**src/rtl/core/i2a_pkg.sv**
```systemverilog
`timescale 1ns / 1ps
`default_nettype none
// ----------------------------------------------------------------------------
// i2a_pkg
// Shared types, codes and helpers of the integer to ascii formatter.
// ----------------------------------------------------------------------------
package i2a_pkg;

    // operand and character widths
    localparam int VALUE_BITS = 32;
    localparam int OP_W       = 3;
    localparam int CHAR_W     = 8;
    localparam int DIGIT_W    = 4;
    localparam int MAX_DIGITS = 10;
    localparam int CNT_W      = 4;
    localparam int PROD_W     = 2 * VALUE_BITS;

    // divide by ten through a reciprocal: q = (v * RECIP10) >> RECIP_SHIFT
    localparam logic [VALUE_BITS-1:0] RECIP10     = 32'hCCCC_CCCD;
    localparam int                    RECIP_SHIFT = 35;
    localparam int                    QUOT_W      = PROD_W - RECIP_SHIFT;

    // ascii constants
    localparam logic [CHAR_W-1:0] CH_ZERO  = 8'h30;
    localparam logic [CHAR_W-1:0] CH_UPA   = 8'h41;
    localparam logic [CHAR_W-1:0] CH_MINUS = 8'h2D;
    localparam logic [CHAR_W-1:0] CH_SPACE = 8'h20;

    // opcodes
    localparam logic [OP_W-1:0] OP_CHAR  = 3'd0;
    localparam logic [OP_W-1:0] OP_HEX   = 3'd1;
    localparam logic [OP_W-1:0] OP_UDEC  = 3'd2;
    localparam logic [OP_W-1:0] OP_SDEC  = 3'd3;
    localparam logic [OP_W-1:0] OP_GROUP = 3'd4;

    // controller states
    typedef enum logic [1:0] {
        ST_IDLE,
        ST_MUL,
        ST_DIV,
        ST_EMIT
    } state_t;

    // controller to datapath
    typedef struct packed {
        logic load;
        logic mul;
        logic div;
        logic emit;
    } cmd_t;

    // datapath to controller
    typedef struct packed {
        logic q_zero;
        logic out_free;
        logic cur_last;
    } status_t;

    // one nibble to an uppercase hex digit, decimal digits map the same way
    function automatic logic [CHAR_W-1:0] hex_digit(input logic [DIGIT_W-1:0] nib);
        logic [CHAR_W-1:0] res;
        if (nib < 4'd10)
        begin
            res = CH_ZERO + {4'd0, nib};
        end
        else
        begin
            res = CH_UPA + {4'd0, nib} - 8'd10;
        end
        return res;
    endfunction

endpackage
`default_nettype wire

```
**src/rtl/core/integer_to_ascii_formatter_unit.sv**
```systemverilog
`timescale 1ns / 1ps
`default_nettype none
// Char and hex requests go from the load straight to emission; decimal requests first take
//   one multiply and one divide step per digit. A new request is taken only after the last
//   character of the previous one is emitted, paced by the shared reciprocal divider and the
//   single output register.
// Reset: rst_n clears the controller and the output valid; no clearing pass.
// ----------------------------------------------------------------------------
// integer_to_ascii_formatter_unit
// Formats one 32-bit operand as a stream of ascii characters, last one flagged; reserved opcodes emit nothing.
// ----------------------------------------------------------------------------
module integer_to_ascii_formatter_unit (
    input  wire         clk,
    input  wire         rst_n,
    input  wire         s_tvalid,
    output logic        s_tready,
    input  wire  [31:0] s_tdata,   // [31:0] value
    input  wire  [7:0]  s_tuser,   // [2:0] op, [7:3] zero
    output logic        m_tvalid,
    input  wire         m_tready,
    output logic [7:0]  m_tdata,   // [7:0] char_out
    output logic        m_tlast    // last
);

    i2a_pkg::cmd_t    cmd;
    i2a_pkg::status_t status;

    // sequencer
    i2a_ctrl u_ctrl (
        .clk      (clk),
        .rst_n    (rst_n),
        .in_valid (s_tvalid),
        .in_op    (s_tuser[2:0]),
        .in_ready (s_tready),
        .status   (status),
        .cmd      (cmd)
    );

    // datapath
    i2a_datapath u_datapath (
        .clk       (clk),
        .rst_n     (rst_n),
        .in_op     (s_tuser[2:0]),
        .in_value  (s_tdata),
        .cmd       (cmd),
        .status    (status),
        .out_char  (m_tdata),
        .out_last  (m_tlast),
        .out_valid (m_tvalid),
        .out_ready (m_tready)
    );

endmodule
`default_nettype wire

```
**src/rtl/core/i2a_ctrl.sv**
```systemverilog
`timescale 1ns / 1ps
`default_nettype none
// ----------------------------------------------------------------------------
// i2a_ctrl
// Sequencer: accepts a request, steps digit extraction, paces emission.
// ----------------------------------------------------------------------------
module i2a_ctrl (
    input  wire                              clk,
    input  wire                              rst_n,
    input  wire                              in_valid,
    input  wire  [i2a_pkg::OP_W-1:0]         in_op,
    output logic                             in_ready,
    input  i2a_pkg::status_t                 status,
    output i2a_pkg::cmd_t                    cmd
);

    i2a_pkg::state_t state_reg;
    i2a_pkg::state_t state_next;

    // state register
    always_ff @(posedge clk or negedge rst_n)
    begin
        if (!rst_n)
        begin
            state_reg <= i2a_pkg::ST_IDLE;
        end
        else
        begin
            state_reg <= state_next;
        end
    end

    // next state and commands
    always_comb
    begin
        state_next = state_reg;
        cmd        = '0;
        in_ready   = 1'b0;
        unique case (state_reg)
            i2a_pkg::ST_IDLE:
            begin
                in_ready = 1'b1;
                if (in_valid)
                begin
                    cmd.load = 1'b1;
                    unique case (in_op)
                        i2a_pkg::OP_CHAR,
                        i2a_pkg::OP_HEX:   state_next = i2a_pkg::ST_EMIT;
                        i2a_pkg::OP_UDEC,
                        i2a_pkg::OP_SDEC,
                        i2a_pkg::OP_GROUP: state_next = i2a_pkg::ST_MUL;
                        default:           state_next = i2a_pkg::ST_IDLE;
                    endcase
                end
            end
            i2a_pkg::ST_MUL:
            begin
                cmd.mul    = 1'b1;
                state_next = i2a_pkg::ST_DIV;
            end
            i2a_pkg::ST_DIV:
            begin
                cmd.div    = 1'b1;
                state_next = status.q_zero ? i2a_pkg::ST_EMIT : i2a_pkg::ST_MUL;
            end
            i2a_pkg::ST_EMIT:
            begin
                if (status.out_free)
                begin
                    cmd.emit = 1'b1;
                    if (status.cur_last)
                    begin
                        state_next = i2a_pkg::ST_IDLE;
                    end
                end
            end
            default:
            begin
                state_next = i2a_pkg::ST_IDLE;
            end
        endcase
    end

endmodule
`default_nettype wire

```
**src/rtl/core/i2a_datapath.sv**
```systemverilog
`timescale 1ns / 1ps
`default_nettype none
// ----------------------------------------------------------------------------
// i2a_datapath
// Operand, reciprocal divider, digit store, character select, output register.
// ----------------------------------------------------------------------------
module i2a_datapath (
    input  wire                                  clk,
    input  wire                                  rst_n,
    input  wire  [i2a_pkg::OP_W-1:0]             in_op,
    input  wire  [i2a_pkg::VALUE_BITS-1:0]       in_value,
    input  i2a_pkg::cmd_t                        cmd,
    output i2a_pkg::status_t                     status,
    output logic [i2a_pkg::CHAR_W-1:0]           out_char,
    output logic                                 out_last,
    output logic                                 out_valid,
    input  wire                                  out_ready
);

    logic [i2a_pkg::VALUE_BITS-1:0] value_reg, value_next;
    logic [i2a_pkg::PROD_W-1:0]     prod_reg;
    logic [i2a_pkg::DIGIT_W-1:0]    digits_reg [i2a_pkg::MAX_DIGITS];
    logic [i2a_pkg::DIGIT_W-1:0]    digits_next [i2a_pkg::MAX_DIGITS];
    logic [i2a_pkg::CNT_W-1:0]      ndig_reg, ndig_next;
    logic [i2a_pkg::CNT_W-1:0]      pos_reg, pos_next;
    logic                           pre_reg, pre_next;
    logic [i2a_pkg::CHAR_W-1:0]     pre_char_reg, pre_char_next;
    logic                           space_reg, space_next;
    logic                           grouped_reg, grouped_next;
    logic [i2a_pkg::CHAR_W-1:0]     out_char_reg;
    logic                           out_last_reg;
    logic                           out_valid_reg, out_valid_next;

    logic [i2a_pkg::QUOT_W-1:0]     quot;
    logic [i2a_pkg::VALUE_BITS-1:0] quot_ext;
    logic [i2a_pkg::VALUE_BITS-1:0] rem_full;
    logic                           neg;
    logic [i2a_pkg::CHAR_W-1:0]     cur_char;
    logic                           cur_last;
    logic                           group_mark;

    // quotient and remainder of the held product
    assign quot     = prod_reg[i2a_pkg::PROD_W-1:i2a_pkg::RECIP_SHIFT];
    assign quot_ext = {{(i2a_pkg::VALUE_BITS - i2a_pkg::QUOT_W){1'b0}}, quot};
    assign rem_full = value_reg - (quot_ext << 3) - (quot_ext << 1);
    assign neg      = in_value[i2a_pkg::VALUE_BITS-1];

    // a space follows digits at positions three, six and nine
    assign group_mark = grouped_reg &&
                        (pos_reg == 4'd3 || pos_reg == 4'd6 || pos_reg == 4'd9);

    // character now due
    always_comb
    begin
        priority if (pre_reg)
        begin
            cur_char = pre_char_reg;
            cur_last = (ndig_reg == '0);
        end
        else if (space_reg)
        begin
            cur_char = i2a_pkg::CH_SPACE;
            cur_last = 1'b0;
        end
        else
        begin
            cur_char = i2a_pkg::hex_digit(digits_reg[pos_reg]);
            cur_last = (pos_reg == '0);
        end
    end

    // next values of the working registers
    always_comb
    begin
        value_next    = value_reg;
        digits_next   = digits_reg;
        ndig_next     = ndig_reg;
        pos_next      = pos_reg;
        pre_next      = pre_reg;
        pre_char_next = pre_char_reg;
        space_next    = space_reg;
        grouped_next  = grouped_reg;
        if (cmd.load)
        begin
            value_next    = (in_op == i2a_pkg::OP_SDEC && neg) ? (~in_value + 32'd1)
                                                               : in_value;
            pre_next      = (in_op == i2a_pkg::OP_CHAR) ||
                            (in_op == i2a_pkg::OP_SDEC && neg);
            pre_char_next = (in_op == i2a_pkg::OP_CHAR) ? in_value[7:0]
                                                        : i2a_pkg::CH_MINUS;
            grouped_next  = (in_op == i2a_pkg::OP_GROUP);
            space_next    = 1'b0;
            digits_next[0] = in_value[3:0];
            digits_next[1] = in_value[7:4];
            if (in_op == i2a_pkg::OP_HEX)
            begin
                ndig_next = 4'd2;
                pos_next  = 4'd1;
            end
            else
            begin
                ndig_next = '0;
                pos_next  = '0;
            end
        end
        else if (cmd.div)
        begin
            // digit k from the right lands in slot k
            digits_next[ndig_reg] = rem_full[i2a_pkg::DIGIT_W-1:0];
            pos_next   = ndig_reg;
            ndig_next  = ndig_reg + 4'd1;
            value_next = quot_ext;
        end
        else if (cmd.emit)
        begin
            priority if (pre_reg)
            begin
                pre_next = 1'b0;
            end
            else if (space_reg)
            begin
                space_next = 1'b0;
                pos_next   = pos_reg - 4'd1;
            end
            else if (pos_reg != '0)
            begin
                if (group_mark)
                begin
                    space_next = 1'b1;
                end
                else
                begin
                    pos_next = pos_reg - 4'd1;
                end
            end
            else
            begin
                // final digit, nothing left to step
                pos_next = pos_reg;
            end
        end
    end

    // payload registers
    always_ff @(posedge clk)
    begin
        value_reg    <= value_next;
        digits_reg   <= digits_next;
        ndig_reg     <= ndig_next;
        pos_reg      <= pos_next;
        pre_char_reg <= pre_char_next;
        grouped_reg  <= grouped_next;
        if (cmd.mul)
        begin
            prod_reg <= {{i2a_pkg::VALUE_BITS{1'b0}}, value_reg} *
                        {{i2a_pkg::VALUE_BITS{1'b0}}, i2a_pkg::RECIP10};
        end
        if (cmd.emit)
        begin
            out_char_reg <= cur_char;
            out_last_reg <= cur_last;
        end
    end

    // control flags
    always_ff @(posedge clk or negedge rst_n)
    begin
        if (!rst_n)
        begin
            pre_reg       <= 1'b0;
            space_reg     <= 1'b0;
            out_valid_reg <= 1'b0;
        end
        else
        begin
            pre_reg       <= pre_next;
            space_reg     <= space_next;
            out_valid_reg <= out_valid_next;
        end
    end

    // output register handshake
    always_comb
    begin
        if (cmd.emit)
        begin
            out_valid_next = 1'b1;
        end
        else if (out_ready)
        begin
            out_valid_next = 1'b0;
        end
        else
        begin
            out_valid_next = out_valid_reg;
        end
    end

    assign status.q_zero   = (quot == '0);
    assign status.out_free = !out_valid_reg || out_ready;
    assign status.cur_last = cur_last;

    assign out_char  = out_char_reg;
    assign out_last  = out_last_reg;
    assign out_valid = out_valid_reg;

endmodule
`default_nettype wire

```
**config.mk**
```make
export PLATFORM = sky130hd
export DESIGN_NAME = integer_to_ascii_formatter_unit
export DESIGN_NICKNAME = d
export VERILOG_FILES = /design/src/rtl/core/i2a_pkg.sv /design/src/rtl/core/integer_to_ascii_formatter_unit.sv /design/src/rtl/core/i2a_ctrl.sv /design/src/rtl/core/i2a_datapath.sv
export SDC_FILE = /design/constraint.sdc
export NUM_CORES = 1
export LEC_CHECK = 0
export BUFFER_PORTS_ARGS = -buffer_cell sky130_fd_sc_hd__buf_4
export CORE_UTILIZATION = 25
export DETAILED_ROUTE_END_ITERATION = 12
export GPL_TIMING_DRIVEN = 0
export HOLD_SLACK_MARGIN = 0.08
export RECOVER_POWER = 50
export REMOVE_ABC_BUFFERS = 1
export SLEW_MARGIN = 20
export SYNTH_ARGS = -nofsm -noshare
export SYNTH_HDL_FRONTEND = slang
export SYNTH_SLANG_ARGS = --single-unit
```
**constraint.sdc**
```tcl
create_clock -name clk -period 6.45 [get_ports clk]
set_input_delay 0.3225 -clock clk [delete_from_list [all_inputs] [get_ports clk]]
set_output_delay 0.3225 -clock clk [all_outputs]
set_load 0.01 [all_outputs]
```
== Word-level counts from Yosys, hierarchy flattened ==
Cells that the tools add are included.
Word-level totals
  register bits after elaboration: 167
  input port bits: 44
  output and inout port bits: 11
  word-level logic and storage cells: 134
Cells by class
  add/subtract/negate cells: 8
  $mul: 1
  $lt $le $gt $ge: 4
  eq/ne operators: 17
  muxes and demuxes: 52
  bitwise gates (word level): 4
  reduce and logical (&&, ||, !) cells: 26
Operators with widths (number)
  two-way mux 32 bit: 3
  multiplier 32 x 32 -> 64 bit (second input constant): 1
  two-way mux 4 bit: 12
  bitwise mux 40 bit: 1
  two-way mux 40 bit: 1
  adder 32 x 1 -> 32 bit (second input constant): 1
  two-way mux 8 bit: 4
  inverter 32 bit: 1
  logical NOT 29 bit: 1
  two-way mux 1 bit: 22
  binary-select mux 4 bit (select 4 bit): 1
  demux 4 bit (select 4 bit): 1
  >= comparator 5 bit (second input constant): 2
  two-way mux 2 bit: 5
  inverter 4 -> 5 bit: 2
  adder 7 x 4 -> 8 bit (first input constant): 1
  logical NOT 4 bit: 2
  case mux 2 bit (4 select lines): 1
  nonzero test 4 bit: 2
  subtractor 4 bit: 2
  subtractor 8 x 4 -> 8 bit (second input constant): 1
  adder 6 x 4 -> 7 bit (first input constant): 1
  equality test 3 x 2 -> 1 bit (second input constant): 2
  inequality test 2 bit (second input constant): 3
  28 further kinds: 39

== Depth between registers and ports, before layout ==
  depth in word-level cells: 11
  depth in mapped cells: 25

== Hierarchy ==
Synthesis repeated with hierarchy kept, for this count alone.
Second synthesis, totals
  cell total of the unflattened synthesis: 2161
  area total of the unflattened synthesis: 22831.9 um^2
By module, submodules not included
  i2a_datapath: instances 1, cells an instance 2146, area an instance 22699.3 um^2
  i2a_ctrl: instances 1, cells an instance 15, area an instance 132.6 um^2

== Worst setup path after synthesis ==
Ideal clock, no wire load.
  kind: register to register
  start point: reg u_datapath.value_reg[18] (netlist bit)
  end point: reg u_datapath.prod_reg[56] (netlist bit), data pin
  library setup time: 0.264 ns
  arrival: 6.455 ns
  path slack: -0.269 ns
  stages on the path, launching flop included: 25
  buffers on the path: 0
  path through: edfxtp_1 -> ha_1 -> inv_1 -> fa_1 -> inv_1 -> fa_1 -> inv_1 -> fa_1 -> inv_1 -> fa_1 -> fa_1 -> fa_1 -> inv_1 -> fa_1 -> inv_1 -> ha_1 -> nand3_2 -> nor2_2 -> nand3_1 -> or4_1 -> o31ai_2 -> o21ai_1 -> a21o_1 -> a211oi_2 -> a211oi_1
On the way
  longest elaborated chain between the ends: 1
RTL lines
  from (decl): RTL line i2a_datapath.sv:20  | logic [i2a_pkg::VALUE_BITS-1:0] value_reg, value_next;
  from (signal assigned): RTL line i2a_datapath.sv:147  | value_reg <= value_next;
  multiplier 32 x 32 -> 64 bit: RTL line i2a_datapath.sv:155  | prod_reg <= {{i2a_pkg::VALUE_BITS{1'b0}}, value_reg} *
  to (signal assigned): RTL line i2a_datapath.sv:155
  to (decl): RTL line i2a_datapath.sv:21  | logic [i2a_pkg::PROD_W-1:0] prod_reg;
Every way passes these cells.
A chain may end at the register's enable or synchronous reset.

== Final worst setup path ==
  start point: reg u_datapath.value_reg[5] (netlist bit)
  end point: reg u_datapath.prod_reg[57] (netlist bit), data pin
Same word-level chain as after synthesis.

==> results.toml <==
[routing]
ant_nets = 0
wl_per_cell_um = 17.4
first_pass_iters = 5
drtIter0Drc = 1276
drt-total-wl_um = 63800
dr_total_vias = 16152
drc = 0
routed_via_density = 4.42

[sta]
fmax_mhz = 137
period_needed_ns = 7.32
rsz0062_at_grt = "yes"
finalCritPeriodShare_pct = 113
hold_viol_final = 0
drv_slew = 0
tightest_slew_ns = 1.33
setup_ws_ns = -0.870
fin_worst_skew_ns = 0.00910
setup_tns_ns = -18.16
finalSetupViolCount = 29
max_slew_margin_pct = 11.6

[finish]
syn2layout_area_growth_pct = 18.6
largest_reg_flops = 40
layout.nets = 3189
drive_gt1_share_pct = 14.3
fill_cells = 9547
num_antenna_cells = 0
final_area_mm2 = 0.0276

[synthesis]
synth_adder_area_share_pct = 52.6
ys_ff_latch = 132
synth_edf_count = 127
yosysUniqueCellTypes = 71
synth_top_area_cell = "fa_1"
synth_warnings = 0
synthesis.area_mm2 = 0.0233
synth.top_cell.area_share_pct = 33.2
synth_simple_gate_area_share_pct = 6.96
ys.flop_type = "edfxtp_1"
ys_seq_area_share_pct = 16.9
syn_inst = 2253
muxShareOfSynthArea_pct = 1.20
synth_top_family_by_area = "adder cells"
synthArstFlopShare_pct = 3.79
synth_area_leaders = "fa_1 (33%), ha_1 (19%), edfxtp_1 (16%), inv_1 (9.8%), xor2_1 (2.3%)"
synth_compound_area_share_pct = 7.64
synth-xor-area-share_pct = 4.37
synth.avg_cell_area_um2 = 10.3

[cts]
numCtsBuffers = 17
cts.path.max_buffers = 2
tritoncts = "built"
clkSinkCount = 132
clkLatencyLatePin_ns = 0.43
ctsRootBufferMaster = "clkbuf_16"
clk_pin_slew_worst_paths_ns = 0.06
htree_levels = 4

[global_routing]
grt_pass1_vias = 16902
antenna_found_initial = 0
grt_usage_pct = 13.7
grt_pass1_wl_um = 98200
grt-ovfl-total = 0
grt_max_degree = 37

[floorplanning]
start_util_pct = 25.3
num_io_pins = 55
die_w_um = 307
rows = 111
core_area_mm2 = 0.0919
die_area_mm2 = 0.0943
die_y_um = 307

[worst_setup_path]
setup.worst_path.start = "u_datapath.value_reg[5]$_DFFE_PN_"
path_class = "reg -> reg"
crit_chain = "buf_4 -> ha_2 -> ha_2 -> or2_4 -> fa_2 -> fa_2 -> fa_2 -> fa_1 -> fa_1 -> inv_2 -> fa_1 -> inv_2 -> ha_4 -> nand4_1 -> nor4_4 -> nand2_2 -> a31oi_4 -> buf_12 -> nor3_4 -> o21bai_4 -> buf_6 -> a21oi_4 -> o31ai_4 -> xor2_1"
max_stage_delay_ns = 0.61
required_ns = 6.62
r2r_start = "u_datapath.value_reg[5]$_DFFE_PN_"
crit_slowest_cell = "fa_2"
crit_fanout = 6
end_kind = "register"
arrival_ns = 7.49
cp-start-kind = "register"

[placed_design]
gp_congestion = 0.921
place_ws_ns = -2.13
place_area_mm2 = 0.0251
io_buffers = 49
dp.final_hpwl_um = 53600

[run_status]
violations = "negative setup slack"
status = "finished, violations left"

[run]
cap_violations = 0

[hold_path]
min_path_type = "in -> reg"
min-delay-start = "m_tready"
## stage by stage
step           hold WS (ns)  utilization [%]  cells
3_5_place_dp          0.130             27.3   3515
2_1_floorplan        0.0269                -   2221
4_1_cts               0.200             29.4   3619
6_report              0.217             30.0   3655
5_1_grt               0.241             30.0   3655
3_3_place_gp          0.132             27.3   3513
## cell families after synthesis
kind of cell | count (synthesis)
mux | 18
flops | 132
xor+xnor | 116
buf+inv | 638
fa+ha+maj | 746
compound gates | 278
simple gates | 325
## worst paths after layout
kind	to	slack [ns]	depth (start not counted)
worst min-delay path	u_datapath.out_valid$_DFFE_PN0P_	0.22	3
worst max register to register	u_datapath.prod_reg[57]$_DFFE_PP_	-0.87	24
worst max-delay path	u_datapath.prod_reg[57]$_DFFE_PP_	-0.87	24
worst min register to register	u_datapath.out_char[6]$_DFFE_PP_	0.54	2
max in group asynchronous	u_datapath.space_reg$_DFFE_PN0P_	5.93	2
min in group asynchronous	u_datapath.out_valid$_DFFE_PN0P_	0.29	2
## cell usage in the layout, fill, tap and decap left out, types with 51 or more instances in the layout
cell / n
xnor2_1: 51
xor2_1: 54
ha_1: 313
nor2_1: 67
edfxtp_1: 127
buf_4: 125
nand2_1: 110
inv_1: 594
fa_1: 379
a21oi_1: 64
o21ai_0: 60
## area by class of cell
class                   instances  area [um2]  share of cell area (%)
clock buffers                  17         425                    1.54
repair buffers                159        1240                    4.50
clock inverters                15         179                   0.649
inverters                     606        2280                    8.27
flip-flops and latches        132        3940                    14.3
well taps                    1243        1560                    5.64
multi-input cells            1483       18000                    65.1
## synth_stat cells, types with 5 or more instances
cell / n
inv_1: 606
fa_1: 386
ha_1: 360
edfxtp_1: 127
nand2_1: 115
a21oi_1: 81
nor2_1: 70
o21ai_0: 63
xor2_1: 61
xnor2_1: 55
a21o_1: 42
clkbuf_1: 26
and2_1: 22
nand3_1: 22
nor3_1: 17
a211oi_1: 12
nand2b_1: 12
nand4_1: 12
nor4_1: 11
mux2i_1: 10
o21ai_1: 10
a31oi_1: 9
and3_1: 8
mux4_2: 8
nor2b_1: 7
o31ai_1: 7
o211ai_1: 6
buf_2: 5
dfrtp_1: 5
o21a_1: 5
o21bai_1: 5
## per-layer routing
metal / global-route usage (%) / wire length [um] / up-vias
li1: - / - / 7466
met1: 18.6 / 28100 / 8164
met2: 22.9 / 30300 / 437
met3: 1.41 / 3370 / 85
met4: 3.70 / 2000 / 0
met5: 0 / 0 / -
## worst max-delay path, delay by kind of cell, from the launching register on
kind            cells  cell delay, ns
buf+inv             5            0.58
compound gates      4            0.69
fa+ha+maj           9            4.07
simple gates        5            1.10
xor+xnor            1            0.10
flops               1            0.49
## timing repair
action,in CTS,in global routing
resized for setup,142,76
hold buffers,1,0
hold endpoints to repair,5,0
pin swaps,38,52
buffers inserted,71,38
endpoints found under the setup margin,29,29
Power is left out: the tool's default activity adds up to more than one toggle a clock period on the data nets, which glitch-free logic cannot reach.
